## src/hdl/serial_command_line_parser_core_defines.svh

```systemverilog
// Assertion helpers for the command line parser.
`ifndef SERIAL_COMMAND_LINE_PARSER_CORE_DEFINES_SVH
`define SERIAL_COMMAND_LINE_PARSER_CORE_DEFINES_SVH

// Same-cycle implication, disabled during reset.
`define SCLP_ASSERT_IMP(name, clk, rst_n, ante, cons, msg) \
    name: assert property (@(posedge clk) disable iff (!rst_n) (ante) |-> (cons)) \
        else $error(msg);

// Next-cycle implication, disabled during reset.
`define SCLP_ASSERT_NXT(name, clk, rst_n, ante, cons, msg) \
    name: assert property (@(posedge clk) disable iff (!rst_n) (ante) |=> (cons)) \
        else $error(msg);

`endif

```

## src/hdl/sclp_pkg.sv

```systemverilog
package sclp_pkg;

    localparam int CMD_FIELD_LEN = 8;
    localparam int LINE_BUF_LEN  = 80;

    localparam int CNT_W  = $clog2(CMD_FIELD_LEN);
    localparam int LINE_W = $clog2(LINE_BUF_LEN);

    localparam int TEXT_W  = 56;
    localparam int LEN_W   = 3;
    localparam int VALUE_W = 32;
    localparam int MAG_W   = 32;
    localparam int TEXT_CHARS = TEXT_W / 8;

    localparam logic [1:0] PH_WAIT   = 2'd0;
    localparam logic [1:0] PH_CMD    = 2'd1;
    localparam logic [1:0] PH_VAL    = 2'd2;
    localparam logic [1:0] PH_CLOSED = 2'd3;

    localparam logic [7:0] CH_NUL   = 8'h00;
    localparam logic [7:0] CH_LF    = 8'h0A;
    localparam logic [7:0] CH_CR    = 8'h0D;
    localparam logic [7:0] CH_SP    = 8'h20;
    localparam logic [7:0] CH_MINUS = 8'h2D;
    localparam logic [7:0] CH_ZERO  = 8'h30;
    localparam logic [7:0] CH_NINE  = 8'h39;

    localparam logic [MAG_W-1:0]   MAG_CAP   = 32'h8000_0000;
    localparam logic [VALUE_W-1:0] VALUE_MAX = 32'h7FFF_FFFF;

    typedef struct packed {
        logic [TEXT_W-1:0]         text;
        logic [LEN_W-1:0]          length;
        logic signed [VALUE_W-1:0] value;
    } t_cmd;

endpackage

```

## src/hdl/sclp_out_stage.sv

```systemverilog
module sclp_out_stage import sclp_pkg::*; (
    input  logic i_clk,
    input  logic i_rst_n,
    input  logic i_load,
    input  t_cmd i_cmd,
    input  logic i_ready,
    output logic o_slot_free,
    output logic o_valid,
    output t_cmd o_cmd
);

    logic r_valid;
    t_cmd r_cmd;

    assign o_slot_free = !r_valid || i_ready;
    assign o_valid     = r_valid;
    assign o_cmd       = r_cmd;

    always_ff @(posedge i_clk) begin
        if (!i_rst_n) begin
            r_valid <= 1'b0;
        end else if (o_slot_free) begin
            r_valid <= i_load;
        end
    end

    always_ff @(posedge i_clk) begin
        if (i_load) begin
            r_cmd <= i_cmd;
        end
    end

endmodule
```

## config.mk

```make
export PLATFORM = sky130hd
export DESIGN_NAME = sclp_out_stage
export DESIGN_NICKNAME = d
export VERILOG_FILES = /design/src/hdl/serial_command_line_parser_core_defines.svh /design/src/hdl/sclp_pkg.sv /design/src/hdl/sclp_out_stage.sv
export SDC_FILE = /design/constraint.sdc
export NUM_CORES = 1
export LEC_CHECK = 0
export ABC_AREA = 1
export BUFFER_PORTS_ARGS = -buffer_cell sky130_fd_sc_hd__buf_4
export CAP_MARGIN = 20
export CORE_MARGIN = 4
export CORE_UTILIZATION = 41
export DETAILED_ROUTE_END_ITERATION = 8
export HOLD_SLACK_MARGIN = 0.08
export PLACE_DENSITY_LB_ADDON = 0.15
export SETUP_SLACK_MARGIN = 0.5
export SLEW_MARGIN = 20
export SYNTH_ARGS = -nofsm -noshare
export SYNTH_HDL_FRONTEND = slang
export SYNTH_SLANG_ARGS = --single-unit
```

## constraint.sdc

```tcl
create_clock -name i_clk -period 0.8 [get_ports i_clk]
set_input_delay 0.08 -clock i_clk [delete_from_list [all_inputs] [get_ports i_clk]]
set_output_delay 0.08 -clock i_clk [all_outputs]
set_load 0.02 [all_outputs]
```

After elaboration in Yosys (flattened, before gate mapping)
Cells that the tools add are included.
{ "totals": {"reg_bits": 92, "out_inout_bits": 93, "input_bits": 95} }
{ "op_classes": {"reduce_logical": 2} }
{ "op_table": {"columns": ["operator", "n"], "rows": [
  ["1-bit logical NOT", 1],
  ["1-bit logical OR", 1]
]} }

Logic depth before layout (Yosys ltp)
{ "depth": {"word_depth": 2, "depth_mapped": 3, "mapped_depth_nobuf": 3} }

Least setup slack after synthesis
OpenSTA, ideal clock, no wires.
{ "synth_timing": {"kind": "reg-to-reg", "from": "register r_valid (netlist: o_valid)", "to": "register r_valid (netlist: o_valid)", "path_buffers": 0, "synth_period_minus_slack_ns": 0.772, "arrival_ns": 0.706, "setup_time_ns": 0.066, "slack_ns": 0.028, "path_stages_with_launch": 3, "t_required_ns": 0.734, "path_cell_list": "dfxtp_1 nand2_2 a21oi_2"} }
{ "synth_via": {"elab_chain_len": 2} }
{ "synth_lines": {"columns": ["element", "line_no", "rtl"], "rows": [
  ["from (decl)", "sclp_out_stage.sv:12", "logic r_valid;"],
  ["from (signal assigned)", "sclp_out_stage.sv:23", "r_valid <= i_load;"],
  ["1-bit logical NOT", "sclp_out_stage.sv:15", "assign o_slot_free = !r_valid || i_ready;"],
  ["1-bit logical OR", "sclp_out_stage.sv:15", null],
  ["named net o_slot_free", "sclp_out_stage.sv:7", "output logic o_slot_free,"]
]} }
The timed path passes the listed nets, and every way through them passes these cells.
A chain may end at the register's enable or synchronous reset.

Final worst setup path
{ "layout_timing": {"from": "register r_cmd, in the netlist o_cmd[34]", "to": "output o_cmd[34] (netlist bit)"} }
{ "layout_lines": {"columns": ["element", "line_no", "rtl"], "rows": [
  ["from (decl)", "sclp_out_stage.sv:13", "t_cmd r_cmd;"],
  ["from (signal assigned)", "sclp_out_stage.sv:29", "r_cmd <= i_cmd;"],
  ["to (decl)", "sclp_out_stage.sv:9", "output t_cmd o_cmd"]
]} }
No word-level cell between the ends.

==> flow_summary.rst <==
.. list-table::
   :header-rows: 1

   * - Metric
     - Value
   * - Utilization after layout
     - between 80 and 90%
   * - Peak supply drop
     - around 1.4 mV
   * - Std-Cell Rows
     - 29
   * - Per-cell routed wire length
     - a little under 20 microns
   * - Reg2Reg Launch Point
     - o_valid
   * - Critical path fanouts, max
     - 1
   * - Clock tree from TritonCTS
     - yes
   * - Power per unit of standard cell area
     - roughly 2000 nW/um^2
   * - Synthesis Warnings
     - 0
   * - DRC Markers
     - 0
   * - Overflow left after global routing
     - 0
   * - Post-synthesis cell count
     - just under 100
   * - Post-synthesis to final-layout area growth
     - 90.7%
   * - Die boundary width
     - approximately 90 microns
   * - Maxcap violations
     - 0
   * - DRT Pass-1 Iters
     - 4
   * - H-tree depth
     - 3
   * - Number of I/O port buffers
     - 187
   * - Post-route antenna net violation count
     - 0
   * - Time the worst path needs with I/O delays and setup
     - 0.990 ns
   * - Launch instance of the worst min-delay path
     - i_cmd[66]
   * - Kind of capture point of the worst setup path
     - primary output
   * - Max_slew headroom
     - 92.5%
   * - Number of hold violations in the final report
     - 92
   * - Slowest cell on the critical path
     - sky130_fd_sc_hd__edfxtp_1
   * - Count of nets after finishing
     - ~410
   * - Hold path endpoint
     - o_cmd[66]
   * - Worst R2R Path Depth
     - 4
   * - Buffers from clock root to sink, at most
     - 2
   * - Worst hold-check slack
     - -0.0864 ns
   * - Worst setup path category
     - reg2out
   * - Routed via count
     - approximately 1800
   * - Number of DRC markers in iteration 0
     - 50
   * - Tot GR Track Use
     - 17.9%
   * - Via/cell ratio
     - between 4 and 5
   * - Synthesized net count
     - roughly 190
   * - Post-detail-place hpwl
     - a little over 5000 microns
   * - Clk_skew
     - 0 ns
   * - Worst reg-to-reg setup slack
     - roughly 0.010 ns
   * - CP Data Arrival Time
     - 0.91 ns
   * - Capturing point of the worst reg2reg path
     - o_valid
   * - Critical path startpoint category
     - flip-flop
   * - Worst skew pair latency
     - 0.34 ns
   * - Setup repair after global routing missed its margin
     - true
   * - Via count of the first global-routing pass
     - about 2000
   * - I/O pin cnt
     - between 150 and 200
   * - Area of the die
     - 8160 sq um
   * - Crit path setup slack, layout
     - -0.190 ns
   * - Ant diodes
     - 0
   * - Maximum number of pins on one net before global-route repair
     - 14
   * - Starting density of the core
     - 43.0%
   * - Post-Synthesis Mean Instance Area
     - ~29 sq um
   * - Clk Tree Root Cell
     - sky130_fd_sc_hd__clkbuf_8
   * - Global-route wire length before repair
     - 10800 microns
   * - Cell area after synthesis
     - roughly 2800 sq um
   * - Buffers & Inverters on Critical Path
     - 1
   * - Final number of setup-violating endpoints
     - 93
   * - Number of distinct library cell variants in the gate-level netlist after synthesis
     - 5
   * - Highest-count cells in the layout ignoring fill and taps
     - sky130_fd_sc_hd__buf_6, sky130_fd_sc_hd__buf_4, sky130_fd_sc_hd__edfxtp_1
   * - Initial antenna violation count
     - 0
   * - Final critical-path share of the clock period
     - 124%
   * - Clock slew at reported path FFs
     - 0.09 ns
   * - Power after layout
     - 0.0105 W
   * - Standard cell core area
     - around 6500 sq um
   * - Failing checks
     - hold timing, setup timing
   * - Tightest Pin Transition
     - roughly 0.11 ns
   * - Fmax
     - between 1000 and 1500 MHz
   * - Required time of the critical path
     - 0.72 ns
   * - Largest area contributor in the netlist
     - sky130_fd_sc_hd__edfxtp_1
   * - Top delay family on crit path
     - flip-flops
   * - Leakage
     - 2.26 nW
   * - Cells along the critical path
     - buf_6
   * - Proportion of layout cells with a drive suffix above 1
     - approximately 69%
   * - Worst hold stages
     - 1
   * - Count of final max-slew check failures
     - 0
   * - Most common cell after layout, fill and taps aside
     - sky130_fd_sc_hd__buf_6
   * - Run status
     - complete, but fails checks
   * - Sequential fraction of the synthesis area
     - 99.1%
   * - Synth top area share
     - slightly below 100%
   * - Y dimension of the die
     - 90.3 microns
   * - Type of the tightest min-delay check
     - in2reg
   * - Routability cong.
     - between 0.7 and 0.8
   * - Most area-consuming cells after synthesis
     - sky130_fd_sc_hd__edfxtp_1, sky130_fd_sc_hd__dfxtp_1, sky130_fd_sc_hd__inv_1, sky130_fd_sc_hd__a21oi_2, sky130_fd_sc_hd__nand2_2
   * - Total of flip-flops plus latches after synthesis
     - between 90 and 100
   * - Clock buffers created by TritonCTS
     - 9
   * - Highest cell delay on the worst timing path
     - roughly 0.42 ns
   * - Drt total wl
     - just under 8000 microns
   * - CTS sink cnt
     - 92
==> how the worst max path moves through the flow <==
stage / start / end / slack, ns / cells past startpoint
2_1_floorplan: o_valid / o_valid / 0.18 / 2
3_3_place_gp: i_load / o_cmd[8] / -0.004 / 2
3_5_place_dp: i_load / o_cmd[8] / -0.008 / 2
4_1_cts: o_cmd[37] / o_cmd[37] / -0.20 / 1
5_1_grt: o_cmd[15] / o_cmd[15] / -0.24 / 1
6_report: o_cmd[34] / o_cmd[34] / -0.19 / 1
==> synth_stat cells, drive strengths merged <==
| library cell | count |
|---|---|
| edfxtp | 91 |
| inv | 3 |
| a21oi | 1 |
| dfxtp | 1 |
| nand2 | 1 |
==> layout make-up <==
cell class / count / area (sq um)
flip-flops and latches: 92 / 2760
repair buffers: 211 / 2270
fillers: 327 / 1160
clock buffers: 12 / 135
well taps: 77 / 96.3
multi-input cells: 2 / 20.0
clock inverters: 3 / 15.0
inverters: 3 / 11.3
==> stage by stage <==
| stage | instance area, sq um | hold WS, ns | instances | setup WS, ns | TNS (ns) |
|---|---|---|---|---|---|
| final | 5300 | -0.0864 | 400 | -0.190 | -13.77 |
| after global routing | 5300 | -0.117 | 400 | -0.245 | -18.25 |
| after CTS | 5050 | -0.107 | 389 | -0.204 | -15.50 |
| after detailed placement | 4360 | 0.259 | 366 | -0.00817 | -0.203 |
| after global placement | 4360 | 0.258 | 366 | -0.00351 | -0.0712 |
| after floorplan | 2790 | 0.179 | 97 | 0.175 | 0 |
==> where the power goes <==
group	internal [W]	switching, W	total [W]
Sequential	0.00572	0.000176	0.00590
Combinational	0.00119	0.000862	0.00205
Clock	0.00110	0.00146	0.00256
==> repair_timing <==
item                                    in CTS  in global routing
buffers inserted                             3                  6
hold endpoints to repair                    92                 92
gates resized for setup                    101                 10
pin swaps                                    1                  1
gates cloned                                 5                  5
endpoints found under the setup margin     182                169
==> state kept, by name, indices dropped and copies added, names as in the netlist <==
name     cells
o_cmd       91
o_valid      1
==> cell families (layout without fill, tap and decap cells) <==
kind of cell	count (synthesis)	after routing	share of synthesized area (%)
AOI/OAI and AO/OA	1	1	0.315
DFF	92	92	99.1
and+or+nand+nor	1	1	0.225
buffers and inverters	3	229	0.405
==> metal layers <==
metal | wire length [microns] | GRT usage (%)
met1 | 2640 | 18.2
met2 | 4290 | 30.8
met3 | 852 | 7.92
met4 | 116 | 9.44
met5 | 0 | 0
(Power assumes the default switching activity.)
