===== config.mk =====
export PLATFORM = sky130hd
export DESIGN_NAME = sclp_in_stage
export DESIGN_NICKNAME = d
export VERILOG_FILES = /design/src/hdl/serial_command_line_parser_core_defines.svh /design/src/hdl/sclp_pkg.sv /design/src/hdl/sclp_in_stage.sv
export SDC_FILE = /design/constraint.sdc
export NUM_CORES = 1
export LEC_CHECK = 0
export BUFFER_PORTS_ARGS = -buffer_cell sky130_fd_sc_hd__buf_4
export CAP_MARGIN = 0
export CORE_AREA = 2 2 39 41
export DETAILED_ROUTE_END_ITERATION = 10
export DIE_AREA = 0 0 41 43
export PLACE_DENSITY_LB_ADDON = 0.12
export SLEW_MARGIN = 20
export SYNTH_ARGS = -nofsm -noshare
export SYNTH_HDL_FRONTEND = slang
export SYNTH_SLANG_ARGS = --single-unit

===== constraint.sdc =====
create_clock -name i_clk -period 1.17 [get_ports i_clk]
set_clock_uncertainty 0.15 [all_clocks]
set_input_delay 0.0585 -clock i_clk [delete_from_list [all_inputs] [get_ports i_clk]]
set_output_delay 0.0585 -clock i_clk [all_outputs]
set_load 0.005 [all_outputs]

===== src/hdl/serial_command_line_parser_core_defines.svh =====
// Assertion helpers for the command line parser.
`ifndef SERIAL_COMMAND_LINE_PARSER_CORE_DEFINES_SVH
`define SERIAL_COMMAND_LINE_PARSER_CORE_DEFINES_SVH

// Same-cycle implication, disabled during reset.
`define SCLP_ASSERT_IMP(name, clk, rst_n, ante, cons, msg) \
    name: assert property (@(posedge clk) disable iff (!rst_n) (ante) |-> (cons)) \
        else $error(msg);

// Next-cycle implication, disabled during reset.
`define SCLP_ASSERT_NXT(name, clk, rst_n, ante, cons, msg) \
    name: assert property (@(posedge clk) disable iff (!rst_n) (ante) |=> (cons)) \
        else $error(msg);

`endif


===== src/hdl/sclp_pkg.sv =====
package sclp_pkg;

    localparam int CMD_FIELD_LEN = 8;
    localparam int LINE_BUF_LEN  = 80;

    localparam int CNT_W  = $clog2(CMD_FIELD_LEN);
    localparam int LINE_W = $clog2(LINE_BUF_LEN);

    localparam int TEXT_W  = 56;
    localparam int LEN_W   = 3;
    localparam int VALUE_W = 32;
    localparam int MAG_W   = 32;
    localparam int TEXT_CHARS = TEXT_W / 8;

    localparam logic [1:0] PH_WAIT   = 2'd0;
    localparam logic [1:0] PH_CMD    = 2'd1;
    localparam logic [1:0] PH_VAL    = 2'd2;
    localparam logic [1:0] PH_CLOSED = 2'd3;

    localparam logic [7:0] CH_NUL   = 8'h00;
    localparam logic [7:0] CH_LF    = 8'h0A;
    localparam logic [7:0] CH_CR    = 8'h0D;
    localparam logic [7:0] CH_SP    = 8'h20;
    localparam logic [7:0] CH_MINUS = 8'h2D;
    localparam logic [7:0] CH_ZERO  = 8'h30;
    localparam logic [7:0] CH_NINE  = 8'h39;

    localparam logic [MAG_W-1:0]   MAG_CAP   = 32'h8000_0000;
    localparam logic [VALUE_W-1:0] VALUE_MAX = 32'h7FFF_FFFF;

    typedef struct packed {
        logic [TEXT_W-1:0]         text;
        logic [LEN_W-1:0]          length;
        logic signed [VALUE_W-1:0] value;
    } t_cmd;

endpackage


===== src/hdl/sclp_in_stage.sv =====
module sclp_in_stage import sclp_pkg::*; (
    input  logic       i_clk,
    input  logic       i_rst_n,
    input  logic       i_valid,
    input  logic [7:0] i_byte,
    input  logic       i_advance,
    output logic       o_ready,
    output logic       o_valid,
    output logic [7:0] o_byte
);

    logic       r_valid;
    logic [7:0] r_byte;

    assign o_ready = !r_valid || i_advance;
    assign o_valid = r_valid;
    assign o_byte  = r_byte;

    always_ff @(posedge i_clk) begin
        if (!i_rst_n) begin
            r_valid <= 1'b0;
        end else if (o_ready) begin
            r_valid <= i_valid;
        end
    end

    always_ff @(posedge i_clk) begin
        if (o_ready && i_valid) begin
            r_byte <= i_byte;
        end
    end

endmodule


======== Word-level counts from Yosys, hierarchy flattened ========
Index checks and enable logic that the tools add are counted.
word-level totals
  flip-flop bits (word level) ............. 9
  bits in latches ......................... 0
  input bits .............................. 12
  RAM bits ................................ 0
  logic and storage cells ................. 5
  memories ................................ 0
  memory bits (read-only) ................. 0
  output and inout port bits .............. 10
operators by class
  shift-type cells ........................ 0
  eq/ne operators ......................... 0
  multiply operators ...................... 0
  reduce and logical (&&, ||, !) cells .... 3
  bitwise gates (word level) .............. 0
  divide/modulo/power cells ............... 0
  multiplexer cells ....................... 0
  order comparisons ....................... 0
  $add $sub $neg .......................... 0
operators with widths
  operator             count
  $logic_and A1 B1 Y1  1
  $logic_not A1 Y1     1
  $logic_or A1 B1 Y1   1

======== Longest topological paths before layout ========
Gate-level depths: netlist of the first run.
  word-level depth ........................ 3
  mapped depth ............................ 2
  depth with buffers taken out ............ 2

======== Least setup slack after synthesis of the first run ========
Ideal clock, no wire load.
  path type ............................... reg-to-reg
  start point ............................. register r_valid, in the netlist o_valid
  end point ............................... register r_byte[0], in the netlist o_byte[0], enable pin
  path slack .............................. 0.129 ns
  data arrival time ....................... 0.591 ns
  path buffers ............................ 0
  required time ........................... 0.720 ns
  setup time .............................. 0.300 ns
  stages on the path, launching flop included .. 3
  period minus slack after synthesis ...... 1.041 ns
  path through ............................ dfxtp_1 -> nand2b_4 -> and2_4
between the ends
  longest elaborated chain between the ends .. 3
ends and longest elaborated chain
  what                    RTL line             text
  start, declared         sclp_in_stage.sv:12  logic r_valid;
  start signal, assigned  sclp_in_stage.sv:23  r_valid <= i_valid;
  $logic_not A1 Y1        sclp_in_stage.sv:15  assign o_ready = !r_valid || i_advance;
  $logic_or A1 B1 Y1      sclp_in_stage.sv:15
  named net o_ready       sclp_in_stage.sv:7   output logic o_ready,
  $logic_and A1 B1 Y1     sclp_in_stage.sv:28  if (o_ready && i_valid) begin
  end signal, assigned    sclp_in_stage.sv:29  r_byte <= i_byte;
  end, declared           sclp_in_stage.sv:13  logic [7:0] r_byte;
The timed path passes the listed nets, and every way through them passes these cells.
A chain may end at the register's enable or synchronous reset.

======== Worst setup path in the final report of the first run ========
  start point ............................. input port i_valid
  end point ............................... register r_byte[2], in the netlist o_byte[2], enable pin
between the ends
  longest elaborated chain between the ends .. 1
ends and longest elaborated chain
  what                 RTL line             text
  start, declared      sclp_in_stage.sv:4   input logic i_valid,
  $logic_and A1 B1 Y1  sclp_in_stage.sv:28
Every way passes these cells.

==> results of run 1 <==
-- layout make-up --
| type | instances | area [um^2] |
|---|---|---|
| tap | 16 | 20.02 |
| clock buffer | 4 | 26.28 |
| sequential | 9 | 260.3 |
| timing repair buffer | 31 | 257.7 |
| inverter | 1 | 3.754 |
| fill | 137 | 782.0 |
| multi-input combinational | 3 | 33.78 |
-- synth_stat cells, drive strengths merged --
cell type	count
dfxtp	1
edfxtp	8
a21boi	1
nand2b	1
and2	1
inv	1
-- kinds of logic after synthesis --
| logic type | after synthesis | synth area share, % |
|---|---|---|
| buffers and inverters | 1 | 1.259 |
| DFF | 9 | 87.40 |
| AOI/OAI and AO/OA | 1 | 3.781 |
| and+or+nand+nor | 2 | 7.562 |
-- worst max-delay path, delay by kind of cell --
kind	cells	cell delay (ps)
buffers and inverters	2	640
AND/OR/NAND/NOR	1	190
-- cell usage in the layout, fill, tap and decap left out --
cell	n
buf_4	21
dlygate4sd3_1	10
edfxtp_1	8
clkbuf_4	3
nand2b_4	1
inv_1	1
a21boi_2	1
and2_4	1
clkbuf_1	1
dfxtp_1	1
-- state kept, by name (all words and copies together) (netlist names) --
register and flops:
o_byte 8, o_valid 1
-- worst paths after layout --
check / startpoint / to
worst max-delay path: i_valid / o_byte[2]
worst max register to register: o_valid / o_byte[2]
worst min-delay path: i_advance / o_valid
worst min register to register: o_valid / o_valid
-- routing by layer --
metal | global-route usage, % | share of wire (%) | up-vias
li1 | - | - | 120
met1 | 5.085 | 27 | 110
met2 | 13.44 | 61 | 13
met3 | 6.283 | 11 | 0
met4 | 6.000 | 0 | 0
met5 | 0 | 0 | -
-- repair_timing --
action	CTS	global route
hold endpoints to repair	9	1
resized for setup	0	0
endpoints found under the setup margin	0	0
-- power by group --
| group | total [W] | switching (W) | internal, W |
|---|---|---|---|
| combinational | 0.000102 | 0.0000279 | 0.0000741 |
| sequential | 0.000378 | 0.00000599 | 0.000372 |
| clock | 0.000227 | 0.0000967 | 0.000131 |
| total | 0.000707 | 0.000131 | 0.000577 |
-- metrics by stage --
step / instance area, um^2 / hold WS (ps) / util, % / total power, W
finish: 601.8 / -57.22 / 43.49 / 0.0007074
global route: 601.8 / -65.31 / 43.49 / 0.0007521
CTS: 601.8 / -63.85 / 43.49 / 0.0007217
detailed placement: 475.5 / 88.03 / 34.36 / 0.0004617
global placement: 475.5 / 86.96 / 34.36 / 0.0004599
floorplan: 297.8 / 7.369 / - / 0.0004028
==> results_dict.tcl, run 1 <==
set metrics [dict create \
    gr-total-overflow 0 \
    seq_area_frac_synth_pct 87.39 \
    setup_viol 0 \
    dp_slack_ps 107.7 \
    final.setup.worst_slack_ps 86.23 \
    die-width_um 41 \
    vias 243 \
    drv_slew 0 \
    post_drt_wl_per_cell_um 8.938 \
    fin_crit_ps 1084 \
    clk_latency_ps 250 \
    worst-slew-pin-transition_ps 135.0 \
    cts_made_buffers 3 \
    worstHoldPathType "input port to flop" \
    start_util_pct 21.52 \
    failed_checks "hold timing" \
    fin_cells 64 \
    dp_cells 50 \
    slew_headroom_pct 90.99 \
    holdPathStages 3 \
    dp_hpwl_um 420 \
    ys_seq_elements 9 \
    status "finished with violations" \
    worstPathCellList "dlygate4sd3_1 -> buf_4 -> and2_4" \
    setup-tns-final_ps 0 \
    crit_arrival_ps 890 \
    cts_hold_buf 10 \
    synth_top_area_share_pct 80.67 \
    power_density_nw_per_um2 1175 \
    grt_pass1_wl_um 862 \
    postSynthCellCount 13 \
    synth_top_area_cell "edfxtp_1" \
    grt_pass1_vias 235 \
    critPathCaptureType "flop" \
    dr.pass1.iters 2 \
    p_leak_nw 0.2639 \
    max_cap_violations 0 \
    synth.distinct_cells 6 \
    io-pin-count 22 \
    worst_setup_path_start_kind "input port" \
    crit_fanout 8 \
    drive_gt1_share_pct 56.25 \
    cp.required_ps 980 \
    cts_setup_buffers 0 \
    vias_per_cell 3.797 \
    r2r_slack_ps 110 \
    grt_usage_pct 8.061 \
    cts.htree.levels 1 \
    reg2reg_depth 2 \
    layout.nets 61 \
    cts_tree "yes" \
    clockBufferDepth 2 \
    dieArea_um2 1763 \
    slowest_stage "dlygate4sd3_1" \
    drc_errors 0 \
    ant_nets 0 \
    rsz0062_at_grt "no" \
    num_antenna_cells 0 \
    coreArea_um2 1384 \
    synth_area_leaders "edfxtp_1, dfxtp_1, nand2b_4, a21boi_2, and2_4" \
    syn_area_um2 297.8 \
    vdd_drop_max_mv 0.5717 \
    drt-initial-drc-count 3 \
    max_freq_ghz 0.9227 \
    antenna_found_initial 0 \
    drt-total-wl_um 572 \
    clk_pin_slew_ps 60 \
    place.gp.congestion 0.5669 \
    min_period_over_period_pct 92.63 \
    yosys_warnings 0 \
    grt_start_max_net_pins 9 \
    row_count 14 \
    cts_sinks 9 \
    hold_ws_ps -57.22 \
    finalHoldViolCount 1 \
    dieHeight_um 43 \
    syn-num-nets 25 \
    syn_area_per_cell_um2 22.91 \
    clock-root-buffer "clkbuf_4" \
    synthToLayoutAreaGrowth_pct 102.1 \
    io_buffers 21 \
    path_class "input port to flop" \
    cpPeakStageDelay_ps 530 \
]
Note: power is estimated with default switching activity, not from simulation.
==> run 2: changes to the inputs <==
GPL_TIMING_DRIVEN = 0   (was default)
RECOVER_POWER = 50   (was default)
==> results_dict.tcl, run 2 (synthesis gave the netlist of run 1 again) <==
set metrics [dict create \
    worstHoldPathType "input port to flop" \
    clock-root-buffer "clkbuf_4" \
    setup-tns-final_ps 0 \
    cts_made_buffers 3 \
    min_period_over_period_pct 92.58 \
    slew_headroom_pct 90.99 \
    r2r_start "o_valid" \
    rsz0062_at_grt "no" \
    synthToLayoutAreaGrowth_pct 102.1 \
    vias 243 \
    grt_usage_pct 8.061 \
    p_leak_nw 0.2612 \
    vias_per_cell 3.797 \
    r2r-end "o_byte[2]" \
    crit_arrival_ps 890 \
    slowest_stage "dlygate4sd3_1" \
    io_buffers 21 \
    path_class "input port to flop" \
    min_to "o_valid" \
    drt-total-wl_um 558 \
    grt_start_max_net_pins 9 \
    io-pin-count 22 \
    postPlaceCellArea_um2 475.5 \
    place.gp.congestion 0.5669 \
    fin_crit_ps 1083 \
    cts_sinks 9 \
    worst_setup_path_start_kind "input port" \
    fin_area_um2 601.8 \
    final_cell_mix "clkbuf_4, dlygate4sd3_1, buf_4, edfxtp_1" \
    reg2reg_depth 2 \
    drv_slew 0 \
    die-width_um 41 \
    power_density_nw_per_um2 1170 \
    dieHeight_um 43 \
    vdd_drop_max_mv 0.5709 \
    row_count 14 \
    gr-total-overflow 0 \
    cts_tree "yes" \
    coreArea_um2 1384 \
    hold_ws_ps -57.10 \
    drt-initial-drc-count 3 \
    crit_fanout 8 \
    grt_pass1_wl_um 862 \
    finalHoldViolCount 1 \
    layout.nets 61 \
    cts.htree.levels 1 \
    hold_start "i_advance" \
    drc_errors 0 \
    max_freq_ghz 0.9232 \
    critPathCaptureType "flop" \
    cts_resized 0 \
    dp_hpwl_um 420 \
    worstPathCellList "dlygate4sd3_1 -> buf_4 -> and2_4" \
    cts_setup_buffers 0 \
    clockBufferDepth 2 \
    cpPeakStageDelay_ps 530 \
    cp.required_ps 980 \
    dieArea_um2 1763 \
    totalPowerFinal_w 0.0007043 \
    worst-slew-pin-transition_ps 135.0 \
    setup_viol 0 \
    holdPathStages 3 \
    start_util_pct 21.52 \
    cts_hold_buf 10 \
    dr.pass1.iters 2 \
    antenna_found_initial 0 \
    ant_nets 0 \
    max_cap_violations 0 \
    drive_gt1_share_pct 56.25 \
    clk_latency_ps 250 \
    largest_reg_flops 8 \
    clk_pin_slew_ps 60 \
    failed_checks "hold timing" \
    r2r_slack_ps 110 \
    grt_pass1_vias 235 \
    status "finished with violations" \
    layout_commonest_cell "clkbuf_4" \
    num_antenna_cells 0 \
    post_drt_wl_per_cell_um 8.719 \
]
## run 2: cell types whose count changed in the layout (fill, tap and decap cells not counted)
cell	delta
buf_4	-13
clkbuf_4	+13
## run 2: per-layer routing
metal	share of wire, %	vias up	track usage [%]
li1	-	120	-
met3	11	0	6.283
met4	0	0	6.000
met2	62	13	13.44
met1	27	110	5.085
met5	0	-	0
## run 2: per-stage QoR
stage               hold slack (ps)  worst slack, ps  util [%]  std cells
floorplan                     7.369            129.2         -         13
global placement              86.96            120.1     34.36         50
detailed placement            88.03            107.7     34.36         50
CTS                          -63.85            99.32     43.49         64
global route                 -65.31            66.11     43.49         64
finish                       -57.10            86.77     43.49         64
## run 2: worst max path at each step
stage	startpoint	slack, ps	depth (start not counted)	endpoint
after floorplan	o_valid	130	2	o_byte[0]
after global placement	o_valid	120	2	o_byte[6]
after detailed placement	o_valid	110	2	o_byte[2]
after CTS	o_valid	100	2	o_byte[0]
after global routing	o_valid	70	2	o_byte[6]
final	i_valid	90	3	o_byte[2]
## run 2: critical path: cells and delay by family
kind                   cells  cell delay, ps
buffers and inverters      2             640
and+or+nand+nor            1             190
## run 2: layout make-up
cell class / instances / area [um^2]
clock buffer: 4 / 26.28
fill: 137 / 782.0
inverter: 1 / 3.754
multi-input combinational: 3 / 33.78
sequential: 9 / 260.3
tap: 16 / 20.02
timing repair buffer: 31 / 257.7
## run 2: power by group
part           total (W)  leakage (nW)  switching (W)  internal, W
clock           0.000227        0.0150      0.0000967     0.000131
combinational  0.0000993         0.161      0.0000273    0.0000719
sequential      0.000378        0.0858     0.00000582     0.000372
