### src/hdl/serial_command_line_parser_core_defines.svh
// Assertion helpers for the command line parser.
`ifndef SERIAL_COMMAND_LINE_PARSER_CORE_DEFINES_SVH
`define SERIAL_COMMAND_LINE_PARSER_CORE_DEFINES_SVH

// Same-cycle implication, disabled during reset.
`define SCLP_ASSERT_IMP(name, clk, rst_n, ante, cons, msg) \
    name: assert property (@(posedge clk) disable iff (!rst_n) (ante) |-> (cons)) \
        else $error(msg);

// Next-cycle implication, disabled during reset.
`define SCLP_ASSERT_NXT(name, clk, rst_n, ante, cons, msg) \
    name: assert property (@(posedge clk) disable iff (!rst_n) (ante) |=> (cons)) \
        else $error(msg);

`endif

### src/hdl/sclp_pkg.sv
package sclp_pkg;

    localparam int CMD_FIELD_LEN = 8;
    localparam int LINE_BUF_LEN  = 80;

    localparam int CNT_W  = $clog2(CMD_FIELD_LEN);
    localparam int LINE_W = $clog2(LINE_BUF_LEN);

    localparam int TEXT_W  = 56;
    localparam int LEN_W   = 3;
    localparam int VALUE_W = 32;
    localparam int MAG_W   = 32;
    localparam int TEXT_CHARS = TEXT_W / 8;

    localparam logic [1:0] PH_WAIT   = 2'd0;
    localparam logic [1:0] PH_CMD    = 2'd1;
    localparam logic [1:0] PH_VAL    = 2'd2;
    localparam logic [1:0] PH_CLOSED = 2'd3;

    localparam logic [7:0] CH_NUL   = 8'h00;
    localparam logic [7:0] CH_LF    = 8'h0A;
    localparam logic [7:0] CH_CR    = 8'h0D;
    localparam logic [7:0] CH_SP    = 8'h20;
    localparam logic [7:0] CH_MINUS = 8'h2D;
    localparam logic [7:0] CH_ZERO  = 8'h30;
    localparam logic [7:0] CH_NINE  = 8'h39;

    localparam logic [MAG_W-1:0]   MAG_CAP   = 32'h8000_0000;
    localparam logic [VALUE_W-1:0] VALUE_MAX = 32'h7FFF_FFFF;

    typedef struct packed {
        logic [TEXT_W-1:0]         text;
        logic [LEN_W-1:0]          length;
        logic signed [VALUE_W-1:0] value;
    } t_cmd;

endpackage

### src/hdl/sclp_line_parser.sv
module sclp_line_parser import sclp_pkg::*; (
    input  logic       i_clk,
    input  logic       i_rst_n,
    input  logic       i_valid,
    input  logic [7:0] i_byte,
    input  logic       i_slot_free,
    output logic       o_advance,
    output logic       o_emit,
    output t_cmd       o_cmd
);

    logic [1:0]        r_phase, n_phase;
    logic [LINE_W-1:0] r_line_cnt, n_line_cnt;
    logic [TEXT_W-1:0] r_word_buf, n_word_buf;
    logic [CNT_W-1:0]  r_word_cnt, n_word_cnt;
    logic [CNT_W-1:0]  r_num_cnt, n_num_cnt;
    logic              r_minus, n_minus;
    logic              r_digits, n_digits;
    logic              r_closed, n_closed;
    logic [MAG_W-1:0]  r_mag, n_mag;

    logic              eol;
    logic              at_limit;
    logic              emit_req;
    logic [1:0]        eff_phase;
    logic              is_digit;
    logic [MAG_W+3:0]  mag_next;
    logic [7:0]        word_cnt_x;

    assign eol        = (i_byte == CH_CR) || (i_byte == CH_LF);
    assign at_limit   = r_line_cnt >= LINE_W'(LINE_BUF_LEN - 2);
    assign emit_req   = i_valid && (r_phase != PH_WAIT) && (eol || at_limit);
    assign o_advance  = i_valid && (!emit_req || i_slot_free);
    assign o_emit     = emit_req && i_slot_free;
    assign eff_phase  = (r_phase == PH_WAIT) ? PH_CMD : r_phase;
    assign is_digit   = (i_byte >= CH_ZERO) && (i_byte <= CH_NINE);
    assign word_cnt_x = 8'(r_word_cnt);
    assign mag_next   = ({4'b0, r_mag} << 3) + ({4'b0, r_mag} << 1) + (MAG_W + 4)'(i_byte[3:0]);

    always_comb begin
        o_cmd.text   = r_word_buf;
        o_cmd.length = (word_cnt_x > 8'd7) ? 3'd7 : 3'(r_word_cnt);
        if (!r_digits) begin
            o_cmd.value = '0;
        end else if (r_minus) begin
            o_cmd.value = VALUE_W'(0) - r_mag;
        end else begin
            o_cmd.value = r_mag[MAG_W-1] ? VALUE_MAX : r_mag;
        end
    end

    always_comb begin
        n_phase    = r_phase;
        n_line_cnt = r_line_cnt;
        n_word_buf = r_word_buf;
        n_word_cnt = r_word_cnt;
        n_num_cnt  = r_num_cnt;
        n_minus    = r_minus;
        n_digits   = r_digits;
        n_closed   = r_closed;
        n_mag      = r_mag;
        if (r_phase == PH_WAIT && eol) begin
            n_phase = PH_WAIT;
        end else if (emit_req) begin
            n_phase    = PH_WAIT;
            n_line_cnt = '0;
            n_word_buf = '0;
            n_word_cnt = '0;
            n_num_cnt  = '0;
            n_minus    = 1'b0;
            n_digits   = 1'b0;
            n_closed   = 1'b0;
            n_mag      = '0;
        end else begin
            n_line_cnt = (r_phase == PH_WAIT) ? LINE_W'(1) : r_line_cnt + 1'b1;
            case (eff_phase)
                PH_CMD: begin
                    n_phase = PH_CMD;
                    if (i_byte == CH_NUL) begin
                        n_phase = PH_CLOSED;
                    end else if (i_byte == CH_SP) begin
                        n_phase = PH_VAL;
                    end else begin
                        for (int i = 0; i < TEXT_CHARS; i++) begin
                            if (word_cnt_x == 8'(i)) begin
                                n_word_buf[8*i +: 8] = i_byte;
                            end
                        end
                        n_word_cnt = r_word_cnt + 1'b1;
                        if (r_word_cnt == CNT_W'(CMD_FIELD_LEN - 2)) begin
                            n_phase = PH_VAL;
                        end
                    end
                end
                PH_VAL: begin
                    if (i_byte == CH_NUL) begin
                        n_phase = PH_CLOSED;
                    end else if (is_digit || i_byte == CH_MINUS) begin
                        n_num_cnt = r_num_cnt + 1'b1;
                        if (!r_closed) begin
                            if (i_byte == CH_MINUS) begin
                                if (r_num_cnt == '0) begin
                                    n_minus = 1'b1;
                                end else begin
                                    n_closed = 1'b1;
                                end
                            end else begin
                                n_mag    = (mag_next > (MAG_W + 4)'(MAG_CAP)) ?
                                           MAG_CAP : mag_next[MAG_W-1:0];
                                n_digits = 1'b1;
                            end
                        end
                        if (r_num_cnt == CNT_W'(CMD_FIELD_LEN - 2)) begin
                            n_phase = PH_CLOSED;
                        end
                    end else if (i_byte != CH_SP) begin
                        n_phase = PH_CLOSED;
                    end
                end
                default: begin
                    n_phase = r_phase;
                end
            endcase
        end
    end

    always_ff @(posedge i_clk) begin
        if (!i_rst_n) begin
            r_phase    <= PH_WAIT;
            r_line_cnt <= '0;
            r_word_buf <= '0;
            r_word_cnt <= '0;
            r_num_cnt  <= '0;
            r_minus    <= 1'b0;
            r_digits   <= 1'b0;
            r_closed   <= 1'b0;
            r_mag      <= '0;
        end else if (o_advance) begin
            r_phase    <= n_phase;
            r_line_cnt <= n_line_cnt;
            r_word_buf <= n_word_buf;
            r_word_cnt <= n_word_cnt;
            r_num_cnt  <= n_num_cnt;
            r_minus    <= n_minus;
            r_digits   <= n_digits;
            r_closed   <= n_closed;
            r_mag      <= n_mag;
        end
    end

endmodule

### config.mk
export PLATFORM = sky130hd
export DESIGN_NAME = sclp_line_parser
export DESIGN_NICKNAME = d
export VERILOG_FILES = /design/src/hdl/serial_command_line_parser_core_defines.svh /design/src/hdl/sclp_pkg.sv /design/src/hdl/sclp_line_parser.sv
export SDC_FILE = /design/constraint.sdc
export NUM_CORES = 1
export LEC_CHECK = 0
export BUFFER_PORTS_ARGS = -buffer_cell sky130_fd_sc_hd__buf_2
export CAP_MARGIN = 10
export CORE_MARGIN = 2
export CORE_UTILIZATION = 59
export DETAILED_ROUTE_END_ITERATION = 16
export GPL_TIMING_DRIVEN = 0
export HOLD_SLACK_MARGIN = 0.1
export PLACE_DENSITY = 0.81
export SKIP_LAST_GASP = 1
export SYNTH_ARGS = -nofsm -noshare
export SYNTH_HDL_FRONTEND = slang
export SYNTH_SLANG_ARGS = --single-unit
### constraint.sdc
create_clock -name i_clk -period 4.9 [get_ports i_clk]
set_input_delay 0.49 -clock i_clk [delete_from_list [all_inputs] [get_ports i_clk]]
set_output_delay 0.49 -clock i_clk [all_outputs]
set_load 0.01 [all_outputs]
Word level (Yosys, flattened, before mapping)
Cells that the tools add are included.
{"block": "op_classes", "add_sub_neg": 6, "magnitude_cmp": 5, "n_eq_ne": 20, "muxes": 63, "n_bitwise": 1, "reduce_logical": 42}
{"op": "2-to-1 mux 32 bit", "count": 9}
{"op": "2-to-1 mux 56 bit", "count": 4}
{"op": "2-to-1 mux 8 bit", "count": 7}
{"op": "AND reduction 6 bit", "count": 7}
{"op": "adder 35 x 33 -> 36 bit", "count": 1}
{"op": "adder 36 x 4 -> 36 bit", "count": 1}
{"op": "> comparator 36 x 32 -> 1 bit (second input constant)", "count": 1}
{"op": "subtractor 1 x 32 -> 32 bit (first input constant)", "count": 1}
{"op": "2-to-1 mux 31 bit", "count": 1}
{"op": "2-to-1 mux 3 bit", "count": 9}
{"op": "nonzero test 2 bit", "count": 13}
{"op": "2-to-1 mux 1 bit", "count": 20}
{"op": "2-to-1 mux 2 bit", "count": 10}
{"op": "== test 8 x 4 -> 1 bit (second input constant)", "count": 2}
{"op": "== test 8 x 6 -> 1 bit (second input constant)", "count": 2}
{"op": "zero test 8 bit", "count": 2}
{"op": "2-to-1 mux 7 bit", "count": 2}
{"op": "== test 3 bit (second input constant)", "count": 4}
{"op": "inequality test 6 bit (second input constant)", "count": 2}
{"op": "AND reduction 5 bit", "count": 2}
{"op": ">= comparator 8 x 6 -> 1 bit (second input constant)", "count": 1}
{"op": "less-or-equal comparator 8 x 6 -> 1 bit (second input constant)", "count": 1}
{"op": "inequality test 8 x 6 -> 1 bit (second input constant)", "count": 1}
{"op": "AND reduction 8 bit", "count": 1}
{"op": "21 further kinds", "count": 33}
{"block": "word_totals", "regBits": 106, "in_bits": 12, "out_inout_bits": 93}

Depth between registers and ports, before layout
{"block": "depth", "ltp_word": 10, "mapped_depth": 14, "depth_no_buf": 13}

Least setup slack after synthesis
Ideal clock, no wire load.
{"block": "synth_path", "kind": "in2reg", "start": "input port i_byte[3]", "end": "register r_mag[24]", "setup_time_ns": 0.074, "t_arrival_ns": 3.898, "t_required_ns": 4.826, "path_slack_ns": 0.928, "stages": 13, "n_path_buf": 1, "cell_sequence": "inv_1 -> fa_1 -> fa_1 -> nand2b_1 -> a211oi_1 -> a21oi_1 -> o21a_1 -> o221ai_1 -> mux2_2 -> nor4_4 -> clkbuf_1 -> nand3_1 -> o21ai_0"}
{"block": "synth_between", "elab_chain_cells": 9, "word_cells_on_any_way": 31, "classes_between": "1 x add/sub; 3 x order compare; 6 x eq/ne; 7 x mux; 1 x bitwise; 13 x reduce/logical"}
{"element": "start: declaration", "line": "sclp_line_parser.sv:5", "text": "input logic [7:0] i_byte,"}
{"element": "adder 36 x 4 -> 36 bit", "line": "sclp_line_parser.sv:38", "text": "assign mag_next = ({4'b0, r_mag} << 3) + ({4'b0, r_mag} << 1) + (MAG_W + 4)'(i_byte[3:0]);"}
{"element": "> comparator 36 x 32 -> 1 bit", "line": "sclp_line_parser.sv:108", "text": "n_mag = (mag_next > (MAG_W + 4)'(MAG_CAP)) ?"}
{"element": "2-to-1 mux 32 bit", "line": "sclp_line_parser.sv:108"}
{"element": "2-to-1 mux 32 bit", "line": "sclp_line_parser.sv:101", "text": "if (i_byte == CH_MINUS) begin"}
{"element": "2-to-1 mux 32 bit", "line": "sclp_line_parser.sv:100", "text": "if (!r_closed) begin"}
{"element": "2-to-1 mux 32 bit", "line": "sclp_line_parser.sv:98", "text": "end else if (is_digit || i_byte == CH_MINUS) begin"}
{"element": "2-to-1 mux 32 bit", "line": "sclp_line_parser.sv:96", "text": "if (i_byte == CH_NUL) begin"}
{"element": "2-to-1 mux 32 bit", "line": "sclp_line_parser.sv:76", "text": "case (eff_phase)"}
{"element": "2-to-1 mux 32 bit", "line": "sclp_line_parser.sv:64", "text": "end else if (emit_req) begin"}
{"element": "end signal: assignment", "line": "sclp_line_parser.sv:147", "text": "r_mag <= n_mag;"}
{"element": "end: declaration", "line": "sclp_line_parser.sv:20", "text": "logic [MAG_W-1:0] r_mag, n_mag;"}
Parallel ways exist; a longest one is shown, timed or not. The select of a mux whose other input is x is not followed.
A chain may end at the register's enable or synchronous reset.

Worst setup path after layout
{"block": "layout_path", "start": "register r_mag[2]", "end": "register r_mag[1]"}
{"block": "layout_between", "elab_chain_cells": 10}
{"element": "adder 35 x 33 -> 36 bit", "line": "sclp_line_parser.sv:38"}
{"element": "adder 36 x 4 -> 36 bit", "line": "sclp_line_parser.sv:38"}
{"element": "> comparator 36 x 32 -> 1 bit", "line": "sclp_line_parser.sv:108"}
{"element": "2-to-1 mux 32 bit", "line": "sclp_line_parser.sv:108"}
{"element": "2-to-1 mux 32 bit", "line": "sclp_line_parser.sv:101"}
{"element": "2-to-1 mux 32 bit", "line": "sclp_line_parser.sv:100"}
{"element": "2-to-1 mux 32 bit", "line": "sclp_line_parser.sv:98"}
{"element": "2-to-1 mux 32 bit", "line": "sclp_line_parser.sv:96"}
{"element": "2-to-1 mux 32 bit", "line": "sclp_line_parser.sv:76"}
{"element": "2-to-1 mux 32 bit", "line": "sclp_line_parser.sv:64"}
Every way passes these cells. The select of a mux whose other input is x is not followed.

==> impl_metrics.yaml <==
cts:
  path_clk_slew_ps: 80
  cts_tree: "yes"
  htreeDepth: 3
  clockRootBuffer: "clkbuf_16"
  clock_sinks: 106
  clock_latency_ps: 360
  numCtsBuffers: 9
  clockBufferDepth: 2
global_route:
  grt_max_degree: 21
  grt_pass1_wl_um: 37700
  grt_usage: 0.3213
  grt_pass1_vias: 7308
  gr-total-overflow: 0
  antenna_found_initial: 0
sta:
  max_freq_mhz: 217.0
  worst_slew_pin_slew_ps: 1275
  fin_crit_ps: 4609
  hold_viol: 0
  rsz0062_at_grt: "no"
  finalCritPeriodShare: 0.9405
  finClkSkew_ps: 6.412
  slew_headroom: 0.1503
  setup_viol: 0
  drv_slew: 0
setup_path:
  r2r_cells: 13
  critPathMaxFanout: 10
  reg2reg_setup_slack_ps: 290
  end_kind: "flip-flop"
  cp.required_ps: 5180
  start_kind: "flip-flop"
  crit_type: "reg -> reg"
  crit_arrival_ps: 4890
detailed_routing:
  ant_nets: 0
  vias: 8421
  drtIter0Drc: 969
  drc_errors: 0
  dr.pass1.iters: 6
  wl_um: 23730
  post_drt_wl_per_cell_um: 17.34
  viasPerCell: 6.151
yosys:
  synth_enable_flop_cells: 0
  synth_area_mm2: 0.008059
  ys_ff_latch: 106
  ys_warn_count: 0
  async_flop_share: 0
  syn_nets: 1161
  synth.distinct_cells: 78
  synth_top_area_frac: 0.2633
  synthTopCellsByArea: "dfxtp_1, ha_1, o21ai_0"
  avgSynthCellArea_um2: 7.518
  synth_flop_cell: "dfxtp_1"
  synthCells: 1072
  synth_top_area_cell: "dfxtp_1"
  synth-seq-area-share: 0.2633
min_path:
  whs_path_depth: 3
  hold_path.class: "in -> reg"
pwr:
  p_int_mw: 1.273
  clockPowerShare: 0.421
  pwr_density_cell_mw_per_mm2: 189.0
  pwr-share-seq: 0.512
  p_sw_frac: 0.2626
  p_comb_frac: 0.067
  p_sw_uw: 453.5
  power_mw: 1.727
  vdd.ir_drop.worst_uv: 225.5
  p_leak_nw: 4.105
place:
  place_congestion: 0.9819
  hpwlAfterDp_um: 18050
  portBuffers: 103
status:
  status: "complete, no violations"
floorplanning:
  die_w_um: 120.9
  dieArea_mm2: 0.01461
  fp.dieH_um: 120.9
  pin_count: 105
  start_util: 0.6062
  core-area_mm2: 0.01330
  rows: 42
finish:
  n_antenna_cell: 0
  utilization: 0.6872
  multi_input_area_mm2: 0.005579
  fill_cells: 1156
  final_common_cell: "nand2_1"
  drive_gt1_frac: 0.1350
  nNetsFinal: 1277
  area_delta_synth_final_pct: 13.37
  regArea_mm2: 0.002123
  layout_common_cells: "nand2_1, o21ai_0, dfxtp_1"
job:
  max_cap_viol_count: 0
-- per-layer routing --
layer  global-route usage  up-vias  wire (um)
li1                     -     4118          -
met1               0.4831     3901      10900
met2               0.4740      371      10260
met3              0.05451       31       2201
met4              0.07849        0        380
met5                    0        -          0
-- power by group through the flow --
stage	logic [mW]	registers (mW)	clock network, mW
2_1_floorplan	0.0635	0.907	0
3_3_place_gp	0.110	0.905	0
3_5_place_dp	0.112	0.905	0
4_1_cts	0.113	0.884	0.724
5_1_grt	0.127	0.886	0.768
6_report	0.116	0.885	0.726
-- layout make-up --
type	count	area share
clock inverters	7	0.007669
flip-flops and latches	106	0.2324
inverters	33	0.01356
multi-input cells	872	0.6107
well taps	176	0.02410
plain buffers	61	0.02890
repair buffers	105	0.05807
clock buffers	9	0.02465
-- worst paths after layout --
path / startpoint / endpoint
max: r_mag[2] / r_mag[1]
min: i_byte[7] / r_word_buf[23]
max reg2reg: r_mag[2] / r_mag[1]
min reg2reg: r_word_buf[23] / r_word_buf[23]
-- synthesized netlist by cell type (4+ instances only) --
cell type / n
nand2_1: 120
a211oi_1: 9
clkbuf_1: 56
a41oi_1: 4
and2_1: 53
xnor2_1: 17
a21oi_1: 60
a311oi_1: 15
a21o_1: 11
nor2b_1: 12
o31ai_1: 4
a31oi_1: 14
a22o_1: 5
o21a_1: 4
inv_1: 32
ha_1: 75
or3_1: 13
nor2_1: 92
o211ai_1: 6
a22oi_1: 5
xor2_1: 16
nor3_1: 29
nor4_1: 7
nand3_1: 68
nand4_1: 16
and3_1: 6
o221a_2: 4
nand2b_1: 12
dfxtp_1: 106
a211o_1: 5
nand3b_1: 4
o21ai_0: 110
a21boi_0: 11
-- cells by family (layout without fill, tap and decap cells) --
kind of cell	Yosys count	in the layout	share of synthesized area
simple gates	458	458	0.2892
compound gates	300	300	0.2371
flops	106	106	0.2633
buf+inv	94	215	0.04797
fa+ha+maj	77	77	0.1214
xor+xnor	33	33	0.03586
mux	4	4	0.005123
-- state kept, by name, summed over array words and instances (netlist names) --
name / flops
r_word_buf: 56
r_mag: 32
r_line_cnt: 7
r_num_cnt: 3
r_word_cnt: 3
r_phase: 2
r_closed: 1
r_digits: 1
r_minus: 1
-- per-stage QoR --
step	area, um^2	setup TNS, ps	cells	hold WS [ps]	setup slack [ps]
after floorplan	8059	0	1072	433.7	928.2
after global placement	8795	-4388	1351	461.3	-265.8
after detailed placement	8795	-5851	1351	469.3	-326.2
after CTS	9115	0	1369	451.3	120.9
after global routing	9136	0	1369	469.1	85.89
final	9136	0	1369	456.9	291.3
-- worst max-delay path: stages (launching register included) --
cell and delay (ps):
dfxtp_1 500, inv_1 120, fa_1 510, fa_1 510, nand2b_1 210, a211oi_2 310
a21oi_1 210, nor4_1 310, o21ai_0 230, a2111o_1 430, nor4_2 400, a41oi_2 270
clkbuf_1 300, o21ai_0 220
-- timing repair --
item                                    4_1_cts  5_1_grt
buffers inserted                              2        0
resized for setup                             2        6
hold buffers                                  0        0
pin swaps                                     1        0
endpoints found under the setup margin       23       20
No activity file was read; power rests on OpenSTA's default activity.
